<file path="src/rtl/hbs_fifo.sv">
module hbs_fifo #(
	parameter int WIDTH = 16,
	parameter int DEPTH = 2
) (
	input  logic             clk,
	input  logic             arst_n,
	input  logic             push,
	input  logic [WIDTH-1:0] wdata,
	output logic             full,
	input  logic             pop,
	output logic [WIDTH-1:0] rdata,
	output logic             empty
);

	localparam int PTR_W = (DEPTH > 1) ? $clog2(DEPTH) : 1;
	localparam int CNT_W = $clog2(DEPTH + 1);

	logic [WIDTH-1:0] slot_q [DEPTH];
	logic [PTR_W-1:0] wr_ptr_q;
	logic [PTR_W-1:0] rd_ptr_q;
	logic [CNT_W-1:0] count_q;
	logic             do_push;
	logic             do_pop;

	assign full    = (count_q == CNT_W'(DEPTH));
	assign empty   = (count_q == '0);
	assign do_push = push && !full;
	assign do_pop  = pop && !empty;
	assign rdata   = slot_q[rd_ptr_q];

	// storage
	always_ff @(posedge clk) begin
		if (do_push) begin
			slot_q[wr_ptr_q] <= wdata;
		end
	end

	// pointers and fill count
	always_ff @(posedge clk or negedge arst_n) begin
		if (!arst_n) begin
			wr_ptr_q <= '0;
			rd_ptr_q <= '0;
			count_q  <= '0;
		end else begin
			if (do_push) begin
				wr_ptr_q <= (wr_ptr_q == PTR_W'(DEPTH - 1)) ? '0 : wr_ptr_q + 1'b1;
			end
			if (do_pop) begin
				rd_ptr_q <= (rd_ptr_q == PTR_W'(DEPTH - 1)) ? '0 : rd_ptr_q + 1'b1;
			end
			count_q <= count_q + CNT_W'(do_push) - CNT_W'(do_pop);
		end
	end

endmodule

</file>
<file path="config.mk">
export PLATFORM = sky130hd
export DESIGN_NAME = hbs_fifo
export DESIGN_NICKNAME = d
export VERILOG_FILES = /design/src/rtl/hbs_fifo.sv
export SDC_FILE = /design/constraint.sdc
export NUM_CORES = 1
export LEC_CHECK = 0
export BUFFER_PORTS_ARGS = -buffer_cell sky130_fd_sc_hd__buf_2
export CAP_MARGIN = 40
export CELL_PAD_IN_SITES_DETAIL_PLACEMENT = 0
export CELL_PAD_IN_SITES_GLOBAL_PLACEMENT = 1
export CORE_MARGIN = 2
export CORE_UTILIZATION = 46
export DETAILED_ROUTE_END_ITERATION = 12
export PLACE_DENSITY = 0.83
export SYNTH_ARGS = -nofsm -noshare
export SYNTH_HDL_FRONTEND = slang
export SYNTH_SLANG_ARGS = --single-unit
export TNS_END_PERCENT = 30
</file>
<file path="constraint.sdc">
create_clock -name clk -period 2.8 [get_ports clk]
set_input_delay 0 -clock clk [delete_from_list [all_inputs] [get_ports clk]]
set_output_delay 0 -clock clk [all_outputs]
set_load 0.005 [all_outputs]
</file>
# Yosys cells after proc, flatten, opt, wreduce, memory -nomap -nowiden
# Memory sizes are Yosys's and may differ from the RTL's.
# Cells that the tools add are included.
dict set report word_totals {
  output_inout_bits 18
  mem_bits_rw 32
  memories 1
  elab_cells 18
  ff_bits 4
}
dict set report classes {
  reduce_logical 5
  n_mux 4
  n_eq_ne 1
  n_addsub 4
}
# name depth word_bits rd rd_ports_with_merged_regs wr line_no
set memory_table {}
lappend memory_table {slot_q 2 16 1 0 1 18} ;# logic [WIDTH-1:0] slot_q [DEPTH];
# cell n
set op_table {}
lappend op_table {{$mux 1} 4}
lappend op_table {{$add 1x1->1 const B} 2}
lappend op_table {{$add 2x1->2} 1}
lappend op_table {{$eq 2x2->1 const B} 1}
lappend op_table {{$logic_and 1x1->1} 2}
lappend op_table {{$logic_not 1->1} 2}
lappend op_table {{$logic_not 2->1} 1}
lappend op_table {{$sub 2x1->2} 1}

# Logic depth before layout (Yosys ltp)
# Gate-level depths: netlist (run 1).
dict set report depth {
  word_depth 5
  depth_mapped 7
  mapped_depth_nobuf 7
}

# Worst setup path before layout (run 1)
# Ideal clock, no wire load.
dict set report synth_timing {
  path_kind {reg-to-reg}
  from {register count_q[1]}
  to {memory slot_q[0][0] (enable)}
  t_arrival_ns 1.290
  path_stages_with_launch 4
  setup_time_ns 0.388
  path_slack_ns 1.122
  path_buffers 0
  path_cell_list {dfrtp_1 nand2b_1 nand2_1 nor2_1}
}
dict set report synth_between {
  elab_chain_cells 5
}
# element line_no
set synth_lines {}
lappend synth_lines {{from (decl)} 21} ;# logic [CNT_W-1:0] count_q;
lappend synth_lines {{from (signal assigned)} 51} ;# count_q <= count_q + CNT_W'(do_push) - CNT_W'(do_pop);
lappend synth_lines {{$eq 2x2->1} 25} ;# assign full = (count_q == CNT_W'(DEPTH));
lappend synth_lines {{$logic_not 1->1} 27} ;# assign do_push = push && !full;
lappend synth_lines {{$logic_and 1x1->1} 27}
lappend synth_lines {{$mux 1} 33} ;# if (do_push) begin
lappend synth_lines {{$mux 1 (implied by the code)} 34} ;# slot_q[wr_ptr_q] <= wdata;
lappend synth_lines {{to (decl)} 18}
# Every way passes these cells.

# Worst setup path after layout (run 1)
dict set report layout_timing {
  from {register rd_ptr_q}
  to {output port rdata[7]}
}
dict set report layout_between {
  elab_chain_cells 1
}
# element line_no
set layout_lines {}
lappend layout_lines {{from (decl)} 20} ;# logic [PTR_W-1:0] rd_ptr_q;
lappend layout_lines {{from (signal assigned)} 49} ;# rd_ptr_q <= (rd_ptr_q == PTR_W'(DEPTH - 1)) ? '0 : rd_ptr_q + 1'b1;
lappend layout_lines {{$mem_v2 2x16} --}
lappend layout_lines {{to (decl)} 11} ;# output logic [WIDTH-1:0] rdata,
# Every way passes these cells.

==> results.tsv, run 1 <==
stage	metric	value	unit
critical_path	Max FO, Critical Path	17	
die	Die ar.	3520	sq um
global_route	pin count of the biggest net entering global routing	18	
synthesis	post-synthesis mux area share	0.152	
critical_path	CP arrival	1760	ps
worst_hold_path	min-delay src	pop	
route	number of remaining DRC errors	0	
synthesis	Synth top area share	0.683	
sta	Final period util	0.630	
cts	root buf cell	clkbuf_4	
layout	Area Overhead vs Synth	31.2	%
route	Vias	776	
critical_path	crit-path cells	mux2_2, buf_2	
sta	setup ws final	1040	ps
die	die span in x	59.3	um
route	DR WL/cell	12.9	um
critical_path	Worst R2R Start	count_q[0]	
die	io pins	38	
worst_hold_path	Hold WC Path Type	input port to flop	
global_route	total track usage	0.133	
cts	Post CTS Setup Buffer Count	0	
cts	post-cts sizing count	0	
synthesis	mapped cell area	1410	sq um
sta	TNS Setup	0	ps
critical_path	CP max stage delay	900	ps
placed_design	Post-Place Setup Slack	1120	ps
global_route	antenna violations before repair	0	
sta	max-slew violation count	0	
synthesis	syn nets	90	
layout	Ant. Diodes	0	
synthesis	cell taking the most area after synthesis	edfxtp_1	
worst_hold_path	Hold Path End	rd_ptr_q	
cts	CTS tree	built	
critical_path	kind of critical path	flop to output pin	
sta	actual slew at the worst max-slew pin	840	ps
global_route	gr ovfl total	0	
synthesis	Synth Area in Simple Gates	0.0231	
sta	Hold Violations, Final	0	
synthesis	Adder-Cell Fraction of Synth Area	0.0178	
global_route	first-pass GRT wire length	3240	um
cts	CTS buffer count	5	
layout	share of layout cells above drive strength 1	0.469	
cts	clock slew at reported path FFs	90	ps
placed_design	I/O Buffers	37	
critical_path	R2R setup slack	1120	ps
synthesis	Synth Area in Compound Gates	0	
critical_path	Worst EP required	2800	ps
pwr	Power Dens Cells	857	nW/um^2
critical_path	critical path endpoint category	output pin	
placed_design	DP HPWL	1400	um
route	drt total wl	2100	um
route	DR pass1 iterations	3	
cts	clock buffer depth	2	
synthesis	xor/xnor cell area share of the yosys netlist	0.0249	
sta	RSZ-0062 raised after global routing	no	
layout	Filler cells	212	
critical_path	CP max stage cell	dfrtp_1	
sta	fmax	567	MHz
global_route	vias in the first global route	765	
layout	area of the multi-input gates	307	sq um
cts	post-cts hold buffer count	19	
worst_hold_path	worst hold stages	3	
die	Starting Density	0.472	
sta	min cycle time layout	1760	ps
route	vias per cell	4.76	
synthesis	synth top area cells	edfxtp_1, mux2_4, dfrtp_1	
job	# Max-Cap Violations	0	
critical_path	WP buf/inv	1	
sta	WHS	47.4	ps
critical_path	Reg2Reg Depth	4	
synthesis	Syn Area/Cell	20.7	sq um
critical_path	reg2reg end	slot_q[0][12]	
sta	Slew headroom	0.440	
die	# rows	20	
sta	Worst Skew	9.14	ps
die	Core Area	2980	sq um
synthesis	Mapped Cells	68	
cts	CTS Sinks	36	
run_status	status	completed	
pwr	maximum VDD drop	0.599	mV
route	Detailed Route Iter0 Violations	12	
critical_path	WP depth	2	
synthesis	sequential area share after synthesis	0.754	
pwr	LEAKAGE	0.763	nW
synthesis	Synthesis Warnings	0	
synthesis	Yosys cell types	15	
die	Die Span Y	59.3	um
route	Final ANT Viol Nets	0	
layout	Final Net Count	152	
critical_path	CP startpoint kind	flop	
cts	H-tree depth	2	
synthesis	largest family of logic cells by synthesized area	multiplexers	
cts	Clock Latency Late Sink	320	ps
synthesis	flops & latches, synth	36	
layout	Reg area	1060	sq um
sta	Final setup viols	0	
placed_design	RD Place Congestion	0.599	
pwr	overall power	0.00158	W
critical_path	CP top delay family	flip-flops	
[routing by layer]
layer / global-route usage / up-vias / routed length, um
met5: 0 / - / 0
met4: 0.0779 / 0 / 47
met3: 0.0393 / 7 / 103
met2: 0.232 / 23 / 1100
met1: 0.140 / 366 / 853
li1: - / 380 / -
[cells by family after synthesis]
group                      count (synthesis)
muxes                                     16
and+or+nand+nor                            6
xor gates and xnor gates                   4
buffers and inverters                      4
DFF                                       36
adders and majority gates                  2
[stage by stage]
step / cell area [sq um] / utilization / instances
after global routing: 1850 / 0.620 / 163
after CTS: 1850 / 0.620 / 163
final: 1850 / 0.620 / 163
after floorplan: 1410 / - / 68
after global placement: 1610 / 0.540 / 137
after detailed placement: 1610 / 0.540 / 137
[cell usage in the layout, fill, tap and decap left out, drive strengths merged]
cell	n
clkbuf	6
and3	1
nand2b	1
nand2	1
dfrtp	4
buf	38
xnor2	3
dlygate4sd3	19
inv	2
ha	2
nor2b	1
nor2	2
edfxtp	32
xor2	1
mux2	16
clkinv	1
[worst max path at each step]
stage | to | from
2_1_floorplan | slot_q[0][0] | count_q[1]
3_3_place_gp | slot_q[0][12] | count_q[1]
3_5_place_dp | slot_q[0][11] | count_q[0]
4_1_cts | rdata[10] | rd_ptr_q
5_1_grt | rdata[7] | rd_ptr_q
6_report | rdata[7] | rd_ptr_q
[cells in the mapped netlist]
library cell,count
edfxtp_1,32
mux2_4,9
mux2_2,7
dfrtp_1,4
xnor2_1,3
ha_1,2
inv_1,2
nor2_1,2
and3_1,1
buf_12,1
buf_6,1
nand2_1,1
nand2b_1,1
nor2b_2,1
xor2_1,1
[area by class of cell]
cell class | instances | area share
sequential | 36 | 0.575
tap | 33 | 0.0224
clock buffer | 6 | 0.0224
timing repair buffer | 57 | 0.207
inverter | 2 | 0.00407
multi-input combinational | 28 | 0.166
clock inverter | 1 | 0.00271
[state kept, by name (all words and copies together), names as in the netlist]
signal,count
slot_q,32
rd_ptr_q,1
wr_ptr_q,1
count_q,2
[power breakdown]
group | internal, W | leakage, nW | total, W | switching (W)
Combinational | 0.000308 | 0.391 | 0.000504 | 0.000196
Sequential | 0.000742 | 0.344 | 0.000840 | 0.0000978
Clock | 0.0000924 | 0.0281 | 0.000238 | 0.000146
Total | 0.00114 | 0.763 | 0.00158 | 0.000439
[worst register-to-register path: cells and delay by family (launching register included)]
family        cells  cell delay (ps)
simple gates      3              710
flops             1              380
buf+inv           1              300
(Power assumes the default switching activity.)
==> inputs of run 2 (changes only) <==
Settings changed: ABC_AREA from default to 1, CORE_UTILIZATION 46 to 40, PLACE_DENSITY 0.83 to 0.77.
Clock period 2.8 ns to 1.84 ns, I/O delays scaled along.
==> run 2 against run 1 <==
Net effect: first-iteration DRC count increased by 120%; critical path depth increased by 2; sequential cell count unchanged; critical path type unchanged; clock skew decreased by 0.89 ps; combinational power increased by 77%; sequential power increased by 45%; routed wire length increased by 27%; largest cell class unchanged; global-route usage increased by 1.7 points; count of clock-buffer cells in the layout unchanged.
==> results.tsv, run 2 <==
stage	metric	value	unit
synthesis	Synth Flop Type	edfxtp_1	
synthesis	synth top area cells	edfxtp_1, nand2_1, dfrtp_1	
critical_path	critical path endpoint category	output pin	
critical_path	CP most frequent cell	nand2_1	
sta	Final period util	0.813	
synthesis	cell taking the most area after synthesis	edfxtp_1	
critical_path	CP startpoint kind	flop	
synthesis	Async SR Flop Fraction	0.111	
worst_hold_path	Hold WC Path Type	input port to flop	
cts	CTS Sinks	36	
global_route	pin count of the biggest net entering global routing	18	
synthesis	flops & latches, synth	36	
die	die span in x	63.9	um
pwr	Power Dens Cells	1360	nW/um^2
layout	Final Net Count	204	
cts	CTS tree	built	
cts	CTS buffer count	5	
route	DR WL/cell	11.6	um
critical_path	kind of critical path	flop to output pin	
cts	Post CTS Setup Buffer Count	0	
synthesis	Synthesis Warnings	0	
critical_path	Max FO, Critical Path	10	
route	number of remaining DRC errors	0	
die	Core Area	3390	sq um
layout	Biggest register	slot_q	
global_route	antenna violations before repair	0	
critical_path	CP max stage delay	660	ps
layout	Filler cells	292	
die	io pins	38	
synthesis	most instantiated cells after synthesis	nand2_1, edfxtp_1, inv_1, nand2_2, dfrtp_1	
critical_path	crit-path cells	buf_4, nand2_1, nand2_1, buf_2	
synthesis	most common cell in the netlist	nand2_1	
cts	Clock Latency Late Sink	330	ps
layout	share of layout cells above drive strength 1	0.295	
placed_design	RD Place Congestion	0.638	
cts	clock slew at reported path FFs	100	ps
cts	H-tree depth	2	
pwr	maximum VDD drop	0.706	mV
placed_design	DP Area	1670	sq um
global_route	vias in the first global route	1056	
synthesis	Syn Area/Cell	12.3	sq um
die	Die ar.	4080	sq um
pwr	overall power	0.00265	W
synthesis	Synth top area share	0.670	
pwr	LEAKAGE	0.908	nW
route	Final ANT Viol Nets	0	
cts	root buf cell	clkbuf_4	
sta	max-slew violation count	0	
cts	clock buffer depth	2	
global_route	first-pass GRT wire length	4550	um
sta	RSZ-0062 raised after global routing	no	
sta	Final setup viols	0	
sta	Worst Skew	8.24	ps
synthesis	EDFF count, synth	32	
sta	actual slew at the worst max-slew pin	488	ps
layout	Ant. Diodes	0	
cts	post-cts hold buffer count	20	
synthesis	Yosys cell types	12	
critical_path	CP arrival	1500	ps
route	vias per cell	4.45	
die	# rows	21	
sta	fmax	669	MHz
layout	most common cell after layout, fill and taps aside	nand2_1	
route	Detailed Route Iter0 Violations	26	
global_route	total track usage	0.150	
sta	WHS	391	ps
layout	largest registers	slot_q x32, count_q x2	
placed_design	I/O Buffers	37	
sta	TNS Setup	0	ps
synthesis	Mapped Cells	117	
route	DR pass1 iterations	4	
layout	final core utilization	0.574	
job	# Max-Cap Violations	0	
sta	Slew headroom	0.675	
layout	most frequent cells in the layout	nand2_1, buf_2, edfxtp_1	
sta	Hold Violations, Final	0	
die	Die Span Y	63.9	um
synthesis	syn nets	139	
synthesis	sequential area share after synthesis	0.739	
synthesis	mapped cell area	1440	sq um
critical_path	Worst EP required	1840	ps
global_route	gr ovfl total	0	
route	drt total wl	2670	um
critical_path	CP max stage cell	dfrtp_1	
route	Vias	1018	
layout	max reg flops	32	
layout	final instance area	1940	sq um
sta	min cycle time layout	1500	ps
placed_design	DP HPWL	1710	um
cts	post-cts sizing count	0	
die	Starting Density	0.423	
layout	Area Overhead vs Synth	35.5	%
run_status	status	completed	
[run 2: layer usage]
metal / up-vias / track usage / share of wire
li1: 509 / - / -
met1: 466 / 0.177 / 0.42
met2: 38 / 0.251 / 0.50
met3: 5 / 0.0546 / 0.065
met4: 0 / 0.0516 / 0.011
met5: - / 0 / 0
[run 2: cells by family after synthesis]
logic type,count (synthesis),synth area share
simple gates,65,0.181
fa+ha+maj,2,0.0174
buf+inv,14,0.0619
flops,36,0.739
[run 2: where the power goes]
| group | total (W) | internal, W | switching (W) |
|---|---|---|---|
| combinational | 0.000893 | 0.000374 | 0.000519 |
| sequential | 0.00122 | 0.00112 | 0.000103 |
| clock | 0.000535 | 0.000285 | 0.000250 |
[run 2: final timing paths]
check | from | to | slack (ps) | cells after the start
max in group asynchronous | arst_n | count_q[1] | 1100 | 3
max | rd_ptr_q | rdata[1] | 340 | 4
min in group asynchronous | arst_n | rd_ptr_q | 570 | 3
min | wdata[12] | slot_q[1][12] | 390 | 2
max reg2reg | count_q[1] | count_q[1] | 390 | 9
min reg2reg | wr_ptr_q | wr_ptr_q | 490 | 2
[run 2: final cells by class]
class,count,area (sq um),share of cell area
multi-input cells,67,285,0.147
clock buffers,6,41.3,0.0212
well taps,46,57.6,0.0296
inverters,11,48.8,0.0251
repair buffers,61,415,0.214
flip-flops and latches,36,1060,0.546
clock inverters,2,35.0,0.0180
[run 2: critical path, delay by kind of cell, from the launching register on]
family / cells / cell delay [ps]
AND/OR/NAND/NOR: 2 / 130
buffers and inverters: 2 / 370
flip-flops: 1 / 660
[run 2: through the flow]
stage / setup slack [ps] / instances
finish: 345 / 229
global route: 234 / 229
CTS: 325 / 229
detailed placement: 410 / 201
global placement: 505 / 201
floorplan: 200 / 117
==> inputs of run 3 (changes only) <==
Settings changed: CORE_UTILIZATION 40 to 36, PLACE_DENSITY 0.77 to 0.74.
Clock period 1.84 ns to 1.2 ns, I/O delays scaled along.
==> run 3 against run 2 <==
Net effect: the flow now finishes with violations (negative setup slack); sequential cell count unchanged; die area increased by 10%; final area increased by 11%; global-route usage decreased by 1.1 points; clock skew decreased by 6.4 ps; clock power increased by 91%; critical endpoint is now count_q[1]; largest power group is now combinational cells.
==> results.tsv, run 3 (same netlist as run 2, synthesis figures left out) <==
stage	metric	value	unit
die	Core Area	3740	sq um
layout	Biggest register	slot_q	
route	number of remaining DRC errors	0	
route	drt total wl	2850	um
cts	clock slew at reported path FFs	70	ps
route	DR WL/cell	11.7	um
layout	most common cell after layout, fill and taps aside	nand2_1	
layout	largest registers	slot_q x32, count_q x2	
cts	Clock Latency Late Sink	280	ps
sta	RSZ-0062 raised after global routing	yes	
pwr	Sw Ratio	0.319	
critical_path	kind of critical path	flop to flop	
cts	CTS buffer count	5	
job	# Max-Cap Violations	0	
critical_path	CP startpoint kind	flop	
critical_path	CP max stage cell	dfrtp_1	
cts	root buf cell	clkbuf_8	
sta	Hold Violations, Final	0	
sta	Slew headroom	0.872	
critical_path	crit-path cells	inv_2, nand2_2, nand2_2, inv_2, ha_4, inv_4, ha_4, nand3_2, nand2_1	
critical_path	R2R setup slack	-120	ps
layout	most frequent cells in the layout	nand2_1, buf_2, edfxtp_1	
pwr	Internal	0.00332	W
run_status	violations in the final reports	negative setup slack	
sta	Final setup viols	18	
critical_path	CP top delay family	adder cells	
pwr	Clk pwr share	0.210	
sta	setup ws final	-118	ps
sta	TNS Setup	-1480	ps
placed_design	Post-Place Setup Slack	-199	ps
sta	Worst Skew	1.88	ps
sta	Final period util	1.10	
run_status	status	finished, violations left	
layout	Area Overhead vs Synth	50.5	%
placed_design	Inst Count DP	210	
sta	actual slew at the worst max-slew pin	192	ps
critical_path	critical path endpoint category	flop	
global_route	gr ovfl total	0	
die	io pins	38	
die	Die ar.	4510	sq um
pwr	Comb pwr share	0.407	
pwr	sequential power share	0.383	
global_route	first-pass GRT wire length	4360	um
cts	H-tree depth	2	
cts	CTS tree	built	
die	Starting Density	0.383	
sta	max-slew violation count	0	
critical_path	CP max stage delay	410	ps
global_route	pin count of the biggest net entering global routing	18	
critical_path	CP arrival	1500	ps
cts	CTS Sinks	36	
placed_design	DP HPWL	1890	um
layout	share of layout cells above drive strength 1	0.441	
layout	max reg flops	32	
route	Detailed Route Iter0 Violations	35	
route	Final ANT Viol Nets	0	
layout	fin cells	243	
sta	WHS	14.2	ps
layout	Ant. Diodes	0	
pwr	switching power	0.00155	W
pwr	LEAKAGE	0.986	nW
die	# rows	22	
critical_path	WP buf/inv	3	
sta	min cycle time layout	1320	ps
global_route	total track usage	0.139	
placed_design	I/O Buffers	37	
die	Die Span Y	67.1	um
route	vias per cell	4.27	
cts	clock buffer depth	2	
pwr	Power Dens Cells	2260	nW/um^2
die	die span in x	67.1	um
pwr	maximum VDD drop	0.998	mV
global_route	antenna violations before repair	0	
global_route	vias in the first global route	997	
route	DR pass1 iterations	4	
sta	fmax	759	MHz
layout	Final Net Count	216	
layout	Filler cells	316	
layout	final core utilization	0.577	
route	Vias	1038	
critical_path	Worst EP required	1380	ps
worst_hold_path	Hold WC Path Type	input port to flop	
placed_design	RD Place Congestion	0.663	
critical_path	Max FO, Critical Path	3	
-- run 3: cell count changes in the layout (fill, tap and decap cells not counted), sizes merged --
cell / previous run / this run
buf: 41 / 55
dlygate4sd3: 20 / 18
-- run 3: repair_timing --
item	CTS	global route
setup endpoints to repair	34	49
setup buffers	4	3
hold buffers	18	0
endpoints found under the hold margin	37	0
gates resized for setup	16	11
pin swaps	6	6
-- run 3: power groups by stage --
stage | Combinational, W | Sequential (W) | Clock, W
after floorplan | 0.000951 | 0.00182 | 0
after global placement | 0.00148 | 0.00188 | 0
after detailed placement | 0.00152 | 0.00189 | 0
after CTS | 0.00182 | 0.00187 | 0.00104
after global routing | 0.00222 | 0.00190 | 0.00109
final | 0.00198 | 0.00187 | 0.00102
-- run 3: area by class of cell --
type	instances	area, sq um	share of cell area
Sequential cell	36	1060	0.492
Multi-Input combinational cell	67	345	0.160
Inverter	11	51.3	0.0238
Tap cell	48	60.1	0.0278
Clock buffer	6	72.6	0.0336
Clock inverter	2	35.0	0.0162
Timing Repair Buffer	73	533	0.247
-- run 3: worst paths after layout --
| kind | start | end | depth (start not counted) |
|---|---|---|---|
| setup / recovery | count_q[1] | count_q[1] | 9 |
| hold / removal | push | wr_ptr_q | 3 |
| setup reg to reg | count_q[1] | count_q[1] | 9 |
| hold reg to reg | wr_ptr_q | wr_ptr_q | 2 |
| max in group asynchronous | arst_n | rd_ptr_q | 2 |
| min in group asynchronous | arst_n | count_q[0] | 2 |
-- run 3: worst min-delay path, cell delays in order --
cell and delay, ps:
buf_2 130, nand3_2 80, nand2_1 50
-- run 3: metal layers --
| layer | global-route usage | wire length (um) | up-vias |
|---|---|---|---|
| li1 | - | - | 530 |
| met4 | 0.0765 | 84 | 0 |
| met5 | 0 | 0 | - |
| met2 | 0.257 | 1510 | 28 |
| met1 | 0.136 | 1140 | 473 |
| met3 | 0.0450 | 109 | 7 |
-- run 3: through the flow --
step | instance area (sq um) | power, W
after global routing | 2160 | 0.00521
after global placement | 1730 | 0.00336
after CTS | 2100 | 0.00473
after floorplan | 1450 | 0.00278
after detailed placement | 1730 | 0.00341
final | 2160 | 0.00487
