==> src/rtl/hbs_pkg.sv <==
package hbs_pkg;

	// field and register widths
	localparam int GRID_W     = 9;
	localparam int SCALE_W    = 16;
	localparam int POS_W      = 16;
	localparam int SAMPLE_W   = 8;
	localparam int FRAC_W     = 8;
	localparam int HEIGHT_W   = 16;
	localparam int INTERP_W   = 16;
	localparam int PROD_W     = INTERP_W + SCALE_W;
	localparam int CFG_IDX_W  = 2;
	localparam int CFG_DATA_W = 16;

	// width for grid size compares, holds the largest grid dimension
	localparam int CMP_W = 11;

	localparam int MAX_DIM_DEFAULT = 256;

	// queue depths
	localparam int CMD_DEPTH = 2;
	localparam int OUT_DEPTH = 4;

	// floor(p / 255) == (p * 0x80808081) >> 39 for any 32-bit p, plus the final >> 8
	localparam logic [PROD_W-1:0] RECIP_255   = 32'h8080_8081;
	localparam int                RECIP_SHIFT = 47;

	// register reset values
	localparam logic [GRID_W-1:0]  GRID_RESET  = 9'd256;
	localparam logic [SCALE_W-1:0] SCALE_RESET = 16'd256;

	typedef enum logic [CFG_IDX_W-1:0] {
		REG_GRID_WIDTH   = 2'd0,
		REG_GRID_HEIGHT  = 2'd1,
		REG_HEIGHT_SCALE = 2'd2
	} cfg_reg_t;

	typedef enum logic {
		OP_QUERY = 1'b0,
		OP_WRITE = 1'b1
	} opcode_t;

	// read sequencer of the back end
	typedef enum logic [1:0] {
		SEQ_IDLE,
		SEQ_RD1,
		SEQ_RD2,
		SEQ_RD3
	} seq_state_t;

	// tag that travels with each sample read
	typedef struct packed {
		logic              vld;
		logic [1:0]        idx;
		logic [FRAC_W-1:0] fx;
		logic [FRAC_W-1:0] fz;
	} rd_tag_t;

endpackage

==> src/rtl/hbs_front.sv <==
module hbs_front #(
	parameter int MAX_DIM = hbs_pkg::MAX_DIM_DEFAULT,
	localparam int DIM_W = $clog2(MAX_DIM),
	localparam int CMD_W = 1 + hbs_pkg::SAMPLE_W + 2 * hbs_pkg::FRAC_W + 4 * DIM_W
) (
	input  logic                        opcode,
	input  logic [hbs_pkg::POS_W-1:0]    pos_x,
	input  logic [hbs_pkg::POS_W-1:0]    pos_z,
	input  logic [hbs_pkg::SAMPLE_W-1:0] sample,
	input  logic [hbs_pkg::GRID_W-1:0]   grid_width,
	input  logic [hbs_pkg::GRID_W-1:0]   grid_height,
	output logic [CMD_W-1:0]             cmd_data
);

	import hbs_pkg::*;

	localparam logic [CMP_W-1:0] MAX_V = CMP_W'(MAX_DIM);
	localparam int               INT_W = POS_W - FRAC_W;

	// grid size in use: zero acts as one, oversize acts as the store size
	function automatic logic [CMP_W-1:0] eff_dim(input logic [GRID_W-1:0] r);
		logic [CMP_W-1:0] v;
		v = CMP_W'(r);
		if (v == '0) begin
			return CMP_W'(1);
		end else if (v > MAX_V) begin
			return MAX_V;
		end
		return v;
	endfunction

	// clamp to the last column or row in use
	function automatic logic [DIM_W-1:0] clamp_idx(input logic [CMP_W-1:0] v,
			input logic [CMP_W-1:0] dim);
		logic [CMP_W-1:0] c;
		c = (v >= dim) ? dim - CMP_W'(1) : v;
		return c[DIM_W-1:0];
	endfunction

	logic [CMP_W-1:0]  eff_w;
	logic [CMP_W-1:0]  eff_h;
	logic [INT_W-1:0]  x0;
	logic [INT_W-1:0]  z0;
	logic [FRAC_W-1:0] fx;
	logic [FRAC_W-1:0] fz;
	logic [DIM_W-1:0]  c0;
	logic [DIM_W-1:0]  c1;
	logic [DIM_W-1:0]  r0;
	logic [DIM_W-1:0]  r1;

	// split coordinates into cell and fraction
	assign x0 = pos_x[POS_W-1:FRAC_W];
	assign z0 = pos_z[POS_W-1:FRAC_W];
	assign fx = pos_x[FRAC_W-1:0];
	assign fz = pos_z[FRAC_W-1:0];

	// neighbour addresses clamped to the edge
	always_comb begin
		eff_w = eff_dim(grid_width);
		eff_h = eff_dim(grid_height);
		c0    = clamp_idx(CMP_W'(x0), eff_w);
		c1    = clamp_idx(CMP_W'(x0) + CMP_W'(1), eff_w);
		r0    = clamp_idx(CMP_W'(z0), eff_h);
		r1    = clamp_idx(CMP_W'(z0) + CMP_W'(1), eff_h);
	end

	assign cmd_data = {opcode, sample, fx, fz, c0, c1, r0, r1};

endmodule

==> config.mk <==
export PLATFORM = sky130hd
export DESIGN_NAME = hbs_front
export DESIGN_NICKNAME = d
export VERILOG_FILES = /design/src/rtl/hbs_pkg.sv /design/src/rtl/hbs_front.sv
export SDC_FILE = /design/constraint.sdc
export NUM_CORES = 1
export LEC_CHECK = 0
export BUFFER_PORTS_ARGS = -buffer_cell sky130_fd_sc_hd__clkbuf_2
export CAP_MARGIN = 10
export CORE_UTILIZATION = 47
export DETAILED_ROUTE_END_ITERATION = 7
export PLACE_DENSITY_LB_ADDON = 0.25
export SLEW_MARGIN = 10
export SYNTH_ARGS = -nofsm -noshare
export SYNTH_HDL_FRONTEND = slang
export SYNTH_SLANG_ARGS = --single-unit
export TNS_END_PERCENT = 1
==> constraint.sdc <==
create_clock -name vclk -period 5.13
set_input_delay 0.7695 -clock vclk [all_inputs]
set_output_delay 0.7695 -clock vclk [all_outputs]
set_load 0.005 [all_outputs]
* After elaboration in Yosys (flattened, before gate mapping)
Cells that the tools add are included. Widths: inputs -> output; s select.
Cells by class: add/subtract/negate cells 4, order comparisons 6, mux-type cells 14, reduce and logical (&&, ||, !) cells 2
Operators with widths (count):
- $mux 11 | 6
- $mux 8 | 4
- $ge 8x11->1 | 2
- $ge 9x11->1 | 2
- $add 8x1->9 const B | 2
- $gt 9x9->1 const B | 2
- $logic_not 9->1 | 2
- $sub 8x1->8 const B | 2
- $mux 1 | 4
Storage, ports and cells: register bits 0, bits of input ports 59, output and inout bits 57

* Longest topological paths before layout
Gate-level depths: netlist of run 1.
depth in word-level cells 6, gate-level depth with buffers 13

* Worst setup path before layout of run 1
Ideal clock, no wire load.
path type input-to-output, from in grid_width[3] in the netlist's numbering, to out cmd_data[23], data arrival time 3.613 ns, required time 4.360 ns, slack 0.748 ns, cell stages on the path 12, buffers on the path 1, cell sequence or4_1 > nor3_1 > ha_1 > buf_2 > nor2b_1 > a21o_1 > ha_1 > nand2_1 > a211oi_1 > or3_4 > a32oi_4 > mux2_4
Between the ends: cells in the longest elaborated chain, start to end 6
RTL lines:
- from (decl) | RTL line hbs_front.sv:10 | input logic [hbs_pkg::GRID_W-1:0] grid_width,
- $gt 9x9->1 | RTL line hbs_front.sv:26 | end else if (v > MAX_V) begin
- $mux 1 | RTL line hbs_front.sv:26
- $mux 1 | RTL line hbs_front.sv:24 | if (v == '0) begin
- $mux 11 (*) | RTL line hbs_front.sv:29 | return v;
- $ge 9x11->1 / $sub 8x1->8 (equally long branches) | RTL line hbs_front.sv:36 | c = (v >= dim) ? dim - CMP_W'(1) : v;
- $mux 8 (*) | RTL line hbs_front.sv:36
- to (decl) | RTL line hbs_front.sv:12 | output logic [CMD_W-1:0] cmd_data
Every way passes the cells marked *; elsewhere a longest branch is shown, timed or not.

* Final worst setup path of run 1
Same ends and word-level chain as after synthesis.

==> results of run 1 <==
## cells in the final DEF (no fill, tap or decap)
cell type                  instances
sky130_fd_sc_hd__o31a_1            1
sky130_fd_sc_hd__mux2_2            2
sky130_fd_sc_hd__nand4_1           2
sky130_fd_sc_hd__clkbuf_2         66
sky130_fd_sc_hd__nor2_1            2
sky130_fd_sc_hd__nand2b_1          3
sky130_fd_sc_hd__mux2_4            2
sky130_fd_sc_hd__nand2_1          18
sky130_fd_sc_hd__a21o_1            3
sky130_fd_sc_hd__o21ai_1           1
sky130_fd_sc_hd__o211ai_1          1
sky130_fd_sc_hd__mux2i_1          28
sky130_fd_sc_hd__and2_1            2
sky130_fd_sc_hd__o21a_1            1
sky130_fd_sc_hd__and3_1            6
sky130_fd_sc_hd__a21oi_4           1
sky130_fd_sc_hd__a211oi_1          3
sky130_fd_sc_hd__a31oi_1           1
sky130_fd_sc_hd__or4_1             2
sky130_fd_sc_hd__or3_4             3
sky130_fd_sc_hd__a32oi_4           1
sky130_fd_sc_hd__a21oi_2           2
sky130_fd_sc_hd__nor2b_1           4
sky130_fd_sc_hd__inv_1            32
sky130_fd_sc_hd__a21oi_1          11
sky130_fd_sc_hd__o21ai_0           6
sky130_fd_sc_hd__xnor2_1          18
sky130_fd_sc_hd__xor2_1            6
sky130_fd_sc_hd__a211o_1           1
sky130_fd_sc_hd__nor3_1            7
sky130_fd_sc_hd__and3_2            1
sky130_fd_sc_hd__o22ai_4           1
sky130_fd_sc_hd__ha_1             42
sky130_fd_sc_hd__nand3_1          16
## report_power, final
part / total [mW] / switching, mW / leakage (nW) / internal (mW)
Clock: 0 / 0 / 0 / 0
Sequential: 0 / 0 / 0 / 0
Combinational: 0.216 / 0.115 / 1.18 / 0.101
## logic make-up (layout without fill, tap and decap cells)
logic type | Yosys count | after routing | share of synthesized area
xor+xnor | 24 | 24 | 0.105
buf+inv | 60 | 98 | 0.161
compound gates | 34 | 34 | 0.128
mux | 32 | 32 | 0.166
fa+ha+maj | 42 | 42 | 0.263
simple gates | 66 | 66 | 0.176
## final timing paths
check / startpoint / slack, ps / cells past startpoint / end
max: grid_width[3] / 380 / 13 / cmd_data[23]
min: pos_z[3] / 1540 / 0 / cmd_data[35]
## critical path, stage by stage
cell                       delay [ps]
sky130_fd_sc_hd__clkbuf_2          90
sky130_fd_sc_hd__or4_1            520
sky130_fd_sc_hd__nor3_1           150
sky130_fd_sc_hd__ha_1             360
sky130_fd_sc_hd__nor2b_1          260
sky130_fd_sc_hd__a21o_1           210
sky130_fd_sc_hd__ha_1             260
sky130_fd_sc_hd__nand2_1           60
sky130_fd_sc_hd__a211oi_1          70
sky130_fd_sc_hd__or3_4            380
sky130_fd_sc_hd__a32oi_4          410
sky130_fd_sc_hd__mux2_4           340
sky130_fd_sc_hd__clkbuf_2         110
## per-layer routing
layer | part of all wire | up-vias | GRT usage
met1 | 0.49 | 804 | 0.295
met4 | 0.0049 | 0 | 0.0293
met5 | 0 | - | 0
met2 | 0.46 | 46 | 0.344
li1 | - | 959 | -
met3 | 0.045 | 8 | 0.00338
## metrics by stage
stage	cell area [um2]	util	power [mW]	cells
floorplan	2000	-	0.156	258
global placement	2190	0.543	0.212	346
detailed placement	2190	0.543	0.215	346
CTS	2190	0.543	0.216	346
global route	2190	0.543	0.242	346
finish	2190	0.543	0.216	346
## final cells by class
cell class / instances / area (um2)
Multi-Input combinational cell: 198 / 1680
Fill cell: 402 / 1840
Inverter: 32 / 120
Timing Repair Buffer: 66 / 330
Tap cell: 50 / 62.6
==> results.py, run 1 <==
metrics = {
    "timing": {
        "finalWorstPathRequiredPeriod_ps": 4750,
        "setup_repair_after_global_routing_missed_its_margin": "no",
        "worst_hold_slack_ps": 1540,
        "report.final.slew_viol_count": 0,
        "timing.final.setup_violations": 0,
        "slew_headroom": 0.642,
        "final.setup.tns_ps": 0,
        "finalHoldViolations": 0,
        "max_slew.worst_pin.slew_ps": 537,
        "worst_slack_ps": 382,
        "share_of_the_clock_period_used_by_the_worst_path_after_layout": 0.925,
        "max_freq_mhz": 211,
    },
    "die": {
        "dieHeight_um": 67.2,
        "floorplan.core_area_mm2": 0.00403,
        "dieArea_mm2": 0.00452,
        "die_w_um": 67.2,
        "placement_rows": 23,
        "number_of_ports_placed_on_the_die_boundary": 116,
        "initial_utilization": 0.496,
    },
    "placed_design": {
        "dp_worst_setup_slack_ps": 390,
        "port_buffers": 66,
        "detailed_placement_hpwl_mm": 4.14,
        "replace_congestion": 0.840,
    },
    "synth": {
        "ys_types": 35,
        "synth_area_leader_cell": "sky130_fd_sc_hd__ha_1",
        "syn_avg_cell_area_um2": 7.75,
        "synth_top_cells_by_count": "sky130_fd_sc_hd__ha_1, sky130_fd_sc_hd__inv_1, sky130_fd_sc_hd__mux2i_1",
        "yosys.area.top_type_share": 0.263,
        "post_synthesis_instance_area_mm2": 0.00200,
        "synth_seq_area_share": 0,
        "yosysWarningCount": 0,
        "netlist_instances": 258,
        "post_synth_main_area_contributors": "sky130_fd_sc_hd__ha_1, sky130_fd_sc_hd__mux2i_1, sky130_fd_sc_hd__buf_4",
        "yosys.cell_count.top_type": "sky130_fd_sc_hd__ha_1",
        "synth_fp_nets": 359,
    },
    "critical_path": {
        "critical_path_arrival_ps": 3980,
        "critical_path.endpoint_type": "output port",
        "worst_ep_required_time_ps": 4360,
        "critical_path_class": "input pin to output port",
        "timing.critical_path.fanout_max": 10,
        "cp_startpoint_kind": "input pin",
    },
    "global_route": {
        "grt_max_degree": 11,
        "initial_antenna_violation_count": 0,
        "globalRouteTotalUtil": 0.205,
        "first_global_vias": 1680,
        "global_route_wire_length_before_repair_mm": 7.45,
        "grt_remaining_overflow": 0,
    },
    "drt": {
        "detailedRoute.firstIterationViolations": 67,
        "total_length_of_routed_wires_mm": 4.68,
        "routed-via-count": 1817,
        "post_drt_via_cell_ratio": 5.25,
        "routed_wire_length_per_instance_um": 13.5,
        "drc_errors": 0,
        "drt_first_pass_iters": 4,
        "antenna_violating_nets_post_route": 0,
    },
    "clock_network": {
        "cts_hold_buffers": 0,
        "cts_post_setup_buffers_inserted": 0,
        "post_cts.resized_instances": 0,
    },
    "final_layout": {
        "num-clock-buffers": 0,
        "flops_and_latches": 0,
        "antenna_cells": 0,
        "drive_gt1_frac": 0.267,
        "growth_of_design_area_from_synthesis_to_finish_pct": 9.51,
        "nets": 399,
        "layout.area.seq_um2": 0,
    },
    "status": {
        "outcome": "finished, final reports clean",
    },
    "power_and_ir_drop": {
        "p_leak_nw": 1.18,
        "power_per_cell_area_mw_per_mm2": 98.5,
        "max-vdd-ir-drop_mv": 0.0433,
    },
    "flow_run": {
        "max_cap_viol_count": 0,
    },
    "worst_hold_path": {
        "hold_path_class": "input pin to output port",
    },
}
No activity file was read; power rests on OpenSTA's default activity.
==> inputs of run 2 (changes only) <==
Settings changed: PLACE_DENSITY from default to 0.85, PLACE_DENSITY_LB_ADDON 0.25 to default.
==> run 2 against run 1 <==
  * Die area unchanged
  * Global-route usage up 0.35 points
  * Sequential share of layout area unchanged
  * Core utilization unchanged
  * Flip-flop and latch count unchanged
  * Worst hold slack unchanged
  * Cell count is the same
  * Count of clock-buffer cells in the layout did not move
  * Critical endpoint unchanged
  * Largest cell class unchanged
  * Largest power group unchanged
==> results.py, run 2 (same netlist as run 1, synthesis figures left out) <==
metrics = {
    "timing": {
        "finalWorstPathRequiredPeriod_ps": 4790,
        "max_freq_mhz": 209,
        "max_slew.worst_pin.slew_ps": 506,
        "worst_slack_ps": 339,
        "share_of_the_clock_period_used_by_the_worst_path_after_layout": 0.934,
        "setup_repair_after_global_routing_missed_its_margin": "no",
        "slew_headroom": 0.662,
        "final.setup.tns_ps": 0,
        "report.final.slew_viol_count": 0,
        "timing.final.setup_violations": 0,
        "finalHoldViolations": 0,
    },
    "final_layout": {
        "filler_cell_count": 371,
        "flops_and_latches": 0,
        "final_cell_mix": "sky130_fd_sc_hd__clkbuf_2, sky130_fd_sc_hd__ha_1, sky130_fd_sc_hd__inv_1, sky130_fd_sc_hd__mux2i_1",
        "final_standard_cell_area_without_fillers_mm2": 0.00219,
        "layout.area.seq_um2": 0,
        "antenna_cells": 0,
        "drive_gt1_frac": 0.267,
        "num-clock-buffers": 0,
        "growth_of_design_area_from_synthesis_to_finish_pct": 9.51,
        "nets": 399,
        "layout.cells.most_common": "sky130_fd_sc_hd__clkbuf_2",
    },
    "critical_path": {
        "cp_slowest_stage_delay_ps": 530,
        "critical_path.endpoint_type": "output port",
        "timing.critical_path.fanout_max": 10,
        "critPathSlowestCell": "sky130_fd_sc_hd__or4_1",
        "cp_startpoint_kind": "input pin",
        "critical_path_arrival_ps": 4020,
        "worst_ep_required_time_ps": 4360,
        "critical_path_class": "input pin to output port",
        "critical_path.cell_chain": "clkbuf_2 > or4_1 > nor3_1 > ha_1 > nor2b_1 > a21o_1 > ha_1 > nand2_1 > a211oi_1 > or3_4 > a32oi_4 > mux2_4 > clkbuf_2",
        "path_buf_inv": 2,
        "cell_class_contributing_the_biggest_share_of_worst_path_delay": "simple AND/OR/NAND/NOR gates",
    },
    "placed_design": {
        "port_buffers": 66,
        "replace_congestion": 0.853,
        "post_dp_cell_area_mm2": 0.00219,
        "dp_worst_setup_slack_ps": 350,
        "detailed_placement_hpwl_mm": 4.17,
    },
    "drt": {
        "routed-via-count": 1891,
        "total_length_of_routed_wires_mm": 4.74,
        "drc_errors": 0,
        "drt_first_pass_iters": 4,
        "antenna_violating_nets_post_route": 0,
        "post_drt_via_cell_ratio": 5.47,
        "routed_wire_length_per_instance_um": 13.7,
        "detailedRoute.firstIterationViolations": 60,
    },
    "global_route": {
        "global_route_wire_length_before_repair_mm": 7.51,
        "grt_max_degree": 11,
        "first_global_vias": 1785,
        "globalRouteTotalUtil": 0.208,
        "grt_remaining_overflow": 0,
        "initial_antenna_violation_count": 0,
    },
    "clock_network": {
        "post_cts.resized_instances": 0,
        "cts_hold_buffers": 0,
        "cts_post_setup_buffers_inserted": 0,
    },
    "power_and_ir_drop": {
        "p_leak_nw": 1.18,
        "power_per_cell_area_mw_per_mm2": 99.2,
        "max-vdd-ir-drop_mv": 0.0444,
        "overall_power_of_the_completed_layout_uw": 217,
    },
    "die": {
        "initial_utilization": 0.496,
        "number_of_ports_placed_on_the_die_boundary": 116,
        "dieHeight_um": 67.2,
        "floorplan.core_area_mm2": 0.00403,
        "dieArea_mm2": 0.00452,
        "placement_rows": 23,
        "die_w_um": 67.2,
    },
    "status": {
        "outcome": "finished, final reports clean",
    },
    "flow_run": {
        "max_cap_viol_count": 0,
    },
    "worst_hold_path": {
        "hold_path_class": "input pin to output port",
    },
}
run 2: cell counts in the layout (fill, tap and decap cells not counted):
Identical to the previous run, type by type.
run 2: area by class of cell:
cell class | count | area (um2) | area share
Multi-Input combinational cell | 198 | 1680 | 0.766
Timing Repair Buffer | 66 | 330 | 0.151
Inverter | 32 | 120 | 0.0549
Tap cell | 50 | 62.6 | 0.0286
run 2: per-stage QoR:
stage | hold WS, ps | std cells | util
2_1_floorplan | 1590 | 258 | -
3_3_place_gp | 1540 | 346 | 0.543
3_5_place_dp | 1540 | 346 | 0.543
4_1_cts | 1540 | 346 | 0.543
5_1_grt | 1540 | 346 | 0.543
6_report | 1540 | 346 | 0.543
run 2: worst paths after layout:
path	from	to	slack [ps]	cells past startpoint
worst min-delay path	pos_z[2]	cmd_data[34]	1540	0
worst max-delay path	grid_width[3]	cmd_data[23]	340	13
run 2: where the power goes:
part	total, mW	switching [mW]	leakage, nW	internal [mW]
Clock	0	0	0	0
Combinational	0.217	0.116	1.18	0.101
Sequential	0	0	0	0
run 2: routing by layer:
layer	GRT usage	part of all wire	up-vias
li1	-	-	962
met1	0.246	0.42	877
met2	0.399	0.53	46
met3	0.0186	0.039	6
met4	0.0452	0.0032	0
met5	0	0	-
==> inputs of run 3 (changes only) <==
Settings changed: ABC_AREA from default to 1, CORE_UTILIZATION 47 to 51.
==> run 3 against run 2 <==
  * Core utilization grew 3.9 points
  * Via count up 58%
  * Count of clock-buffer cells in the layout unchanged
  * Total power up 36%
  * Die area grew 20%
  * Synthesized cell count grew 79%
  * Worst hold slack did not move
  * Synthesized area increased by 30%
  * Cell area grew 28%
  * Largest power group unchanged
==> results.py, run 3 <==
metrics = {
    "final_layout": {
        "final_standard_cell_area_without_fillers_mm2": 0.00281,
        "layoutNonFillerInstCount": 568,
        "num-clock-buffers": 0,
        "drive_gt1_frac": 0.198,
        "post-route-util": 0.583,
        "layout.cells.most_common": "sky130_fd_sc_hd__nand2_1",
        "final_cell_mix": "sky130_fd_sc_hd__nand2_1, sky130_fd_sc_hd__clkbuf_2, sky130_fd_sc_hd__inv_1, sky130_fd_sc_hd__ha_1, sky130_fd_sc_hd__nand3_1",
        "layout.area.seq_um2": 0,
        "antenna_cells": 0,
        "growth_of_design_area_from_synthesis_to_finish_pct": 7.63,
        "flops_and_latches": 0,
        "nets": 604,
    },
    "synth": {
        "yosys.cell_count.top_type": "sky130_fd_sc_hd__nand2_1",
        "post_synth_main_area_contributors": "sky130_fd_sc_hd__nand2_1, sky130_fd_sc_hd__ha_1, sky130_fd_sc_hd__inv_1",
        "yosys.area.top_type_share": 0.266,
        "post_synthesis_instance_area_mm2": 0.00261,
        "syn_avg_cell_area_um2": 5.63,
        "netlist_instances": 463,
        "synth_fp_nets": 564,
        "yosysWarningCount": 0,
        "synth_area_leader_cell": "sky130_fd_sc_hd__nand2_1",
        "ys_types": 27,
        "synth_top_cells_by_count": "sky130_fd_sc_hd__nand2_1, sky130_fd_sc_hd__inv_1, sky130_fd_sc_hd__ha_1",
        "synth_seq_area_share": 0,
    },
    "die": {
        "floorplan.core_area_mm2": 0.00482,
        "placement_rows": 25,
        "dieArea_mm2": 0.00540,
        "die_w_um": 73.5,
        "initial_utilization": 0.541,
        "number_of_ports_placed_on_the_die_boundary": 116,
        "dieHeight_um": 73.5,
    },
    "power_and_ir_drop": {
        "sw_frac_of_total": 0.610,
        "cell_internal_pwr_uw": 115,
        "power_per_cell_area_mw_per_mm2": 105,
        "p_leak_nw": 1.82,
        "power.sequential.fraction": 0,
        "max-vdd-ir-drop_mv": 0.0576,
        "switchingPower_uw": 180,
        "clock_power_share": 0,
        "pwr-share-comb": 1.000,
    },
    "drt": {
        "detailedRoute.firstIterationViolations": 142,
        "total_length_of_routed_wires_mm": 6.86,
        "post_drt_via_cell_ratio": 5.28,
        "routed_wire_length_per_instance_um": 12.1,
        "drt_first_pass_iters": 4,
        "antenna_violating_nets_post_route": 0,
        "drc_errors": 0,
        "routed-via-count": 2997,
    },
    "global_route": {
        "grt_max_degree": 10,
        "first_global_vias": 2670,
        "globalRouteTotalUtil": 0.260,
        "global_route_wire_length_before_repair_mm": 11.4,
        "grt_remaining_overflow": 0,
        "initial_antenna_violation_count": 0,
    },
    "placed_design": {
        "replace_congestion": 1.08,
        "dp_cells": 568,
        "detailed_placement_hpwl_mm": 5.88,
        "port_buffers": 66,
        "post_dp_cell_area_mm2": 0.00281,
    },
    "critical_path": {
        "timing.critical_path.fanout_max": 9,
        "worst_ep_required_time_ps": 4360,
        "critical_path_class": "input pin to output port",
        "critical_path.endpoint_type": "output port",
        "cp_startpoint_kind": "input pin",
        "critical_path_arrival_ps": 3370,
    },
    "timing": {
        "max_slew.worst_pin.slew_ps": 443,
        "finalHoldViolations": 0,
        "final.setup.tns_ps": 0,
        "slew_headroom": 0.704,
        "setup_repair_after_global_routing_missed_its_margin": "no",
        "report.final.slew_viol_count": 0,
        "max_freq_mhz": 242,
        "worst_hold_slack_ps": 1540,
        "timing.final.setup_violations": 0,
        "share_of_the_clock_period_used_by_the_worst_path_after_layout": 0.807,
        "finalWorstPathRequiredPeriod_ps": 4140,
    },
    "flow_run": {
        "max_cap_viol_count": 0,
    },
    "worst_hold_path": {
        "hold_path_class": "input pin to output port",
    },
    "clock_network": {
        "cts_hold_buffers": 0,
        "post_cts.resized_instances": 0,
        "cts_post_setup_buffers_inserted": 0,
    },
    "status": {
        "outcome": "finished, final reports clean",
    },
}
[run 3: cell count changes after synthesis, moves of 8 or more]
cell / change
sky130_fd_sc_hd__nand2_1: +167
sky130_fd_sc_hd__nor2_1: +31
sky130_fd_sc_hd__mux2i_1: -28
sky130_fd_sc_hd__inv_1: +25
sky130_fd_sc_hd__nand3_1: +24
sky130_fd_sc_hd__nand4_1: +19
sky130_fd_sc_hd__xnor2_1: -12
sky130_fd_sc_hd__nand2_4: +10
sky130_fd_sc_hd__nand2_2: +8
[run 3: logic make-up (layout without fill, tap and decap cells)]
logic type / count (synthesis) / in the layout / synth area share
and+or+nand+nor: 312 / 312 / 0.557
xor gates and xnor gates: 12 / 12 / 0.0403
buffers and inverters: 89 / 127 / 0.172
adders and majority gates: 42 / 42 / 0.202
AOI/OAI and AO/OA: 8 / 8 / 0.0288
[run 3: path summary, 6_finish.rpt]
path / startpoint / to / cells past startpoint
setup / recovery: grid_width[4] / cmd_data[19] / 17
hold / removal: pos_z[2] / cmd_data[34] / 0
[run 3: power groups by stage]
stage | clock (mW) | combinational, mW | sequential (mW)
2_1_floorplan | 0 | 0.211 | 0
3_3_place_gp | 0 | 0.284 | 0
3_5_place_dp | 0 | 0.291 | 0
4_1_cts | 0 | 0.293 | 0
5_1_grt | 0 | 0.335 | 0
6_report | 0 | 0.295 | 0
[run 3: layout make-up]
class	count	area, um2
Tap cell	67	83.8
Timing Repair Buffer	66	330
Multi-Input combinational cell	374	2160
Inverter	61	234
Fill cell	483	2010
[run 3: through the flow]
stage                     power (mW)  worst slack (ps)
after global routing           0.335               711
after floorplan                0.211              1700
final                          0.295               991
after detailed placement       0.291               994
after global placement         0.284              1070
after CTS                      0.293               994
[run 3: critical path: stages]
cell and delay (ps):
sky130_fd_sc_hd__clkbuf_2 100, sky130_fd_sc_hd__nor4_1 320, sky130_fd_sc_hd__nand2_1 80, sky130_fd_sc_hd__nor3_1 140, sky130_fd_sc_hd__ha_1 400, sky130_fd_sc_hd__nand2_1 270, sky130_fd_sc_hd__ha_1 370, sky130_fd_sc_hd__nand2_1 110
sky130_fd_sc_hd__inv_1 40, sky130_fd_sc_hd__nand2_1 60, sky130_fd_sc_hd__nand2_1 70, sky130_fd_sc_hd__inv_1 60, sky130_fd_sc_hd__nand2_1 50, sky130_fd_sc_hd__nand2_1 220, sky130_fd_sc_hd__nand3_1 120, sky130_fd_sc_hd__nand2_1 90
sky130_fd_sc_hd__clkbuf_2 110
[run 3: per-layer routing]
metal,up-vias,GRT usage,routed length [um]
li1,1534,-,-
met4,0,0.109,214
met2,126,0.477,3380
met1,1312,0.305,2820
met3,25,0.0261,447
met5,-,0,0
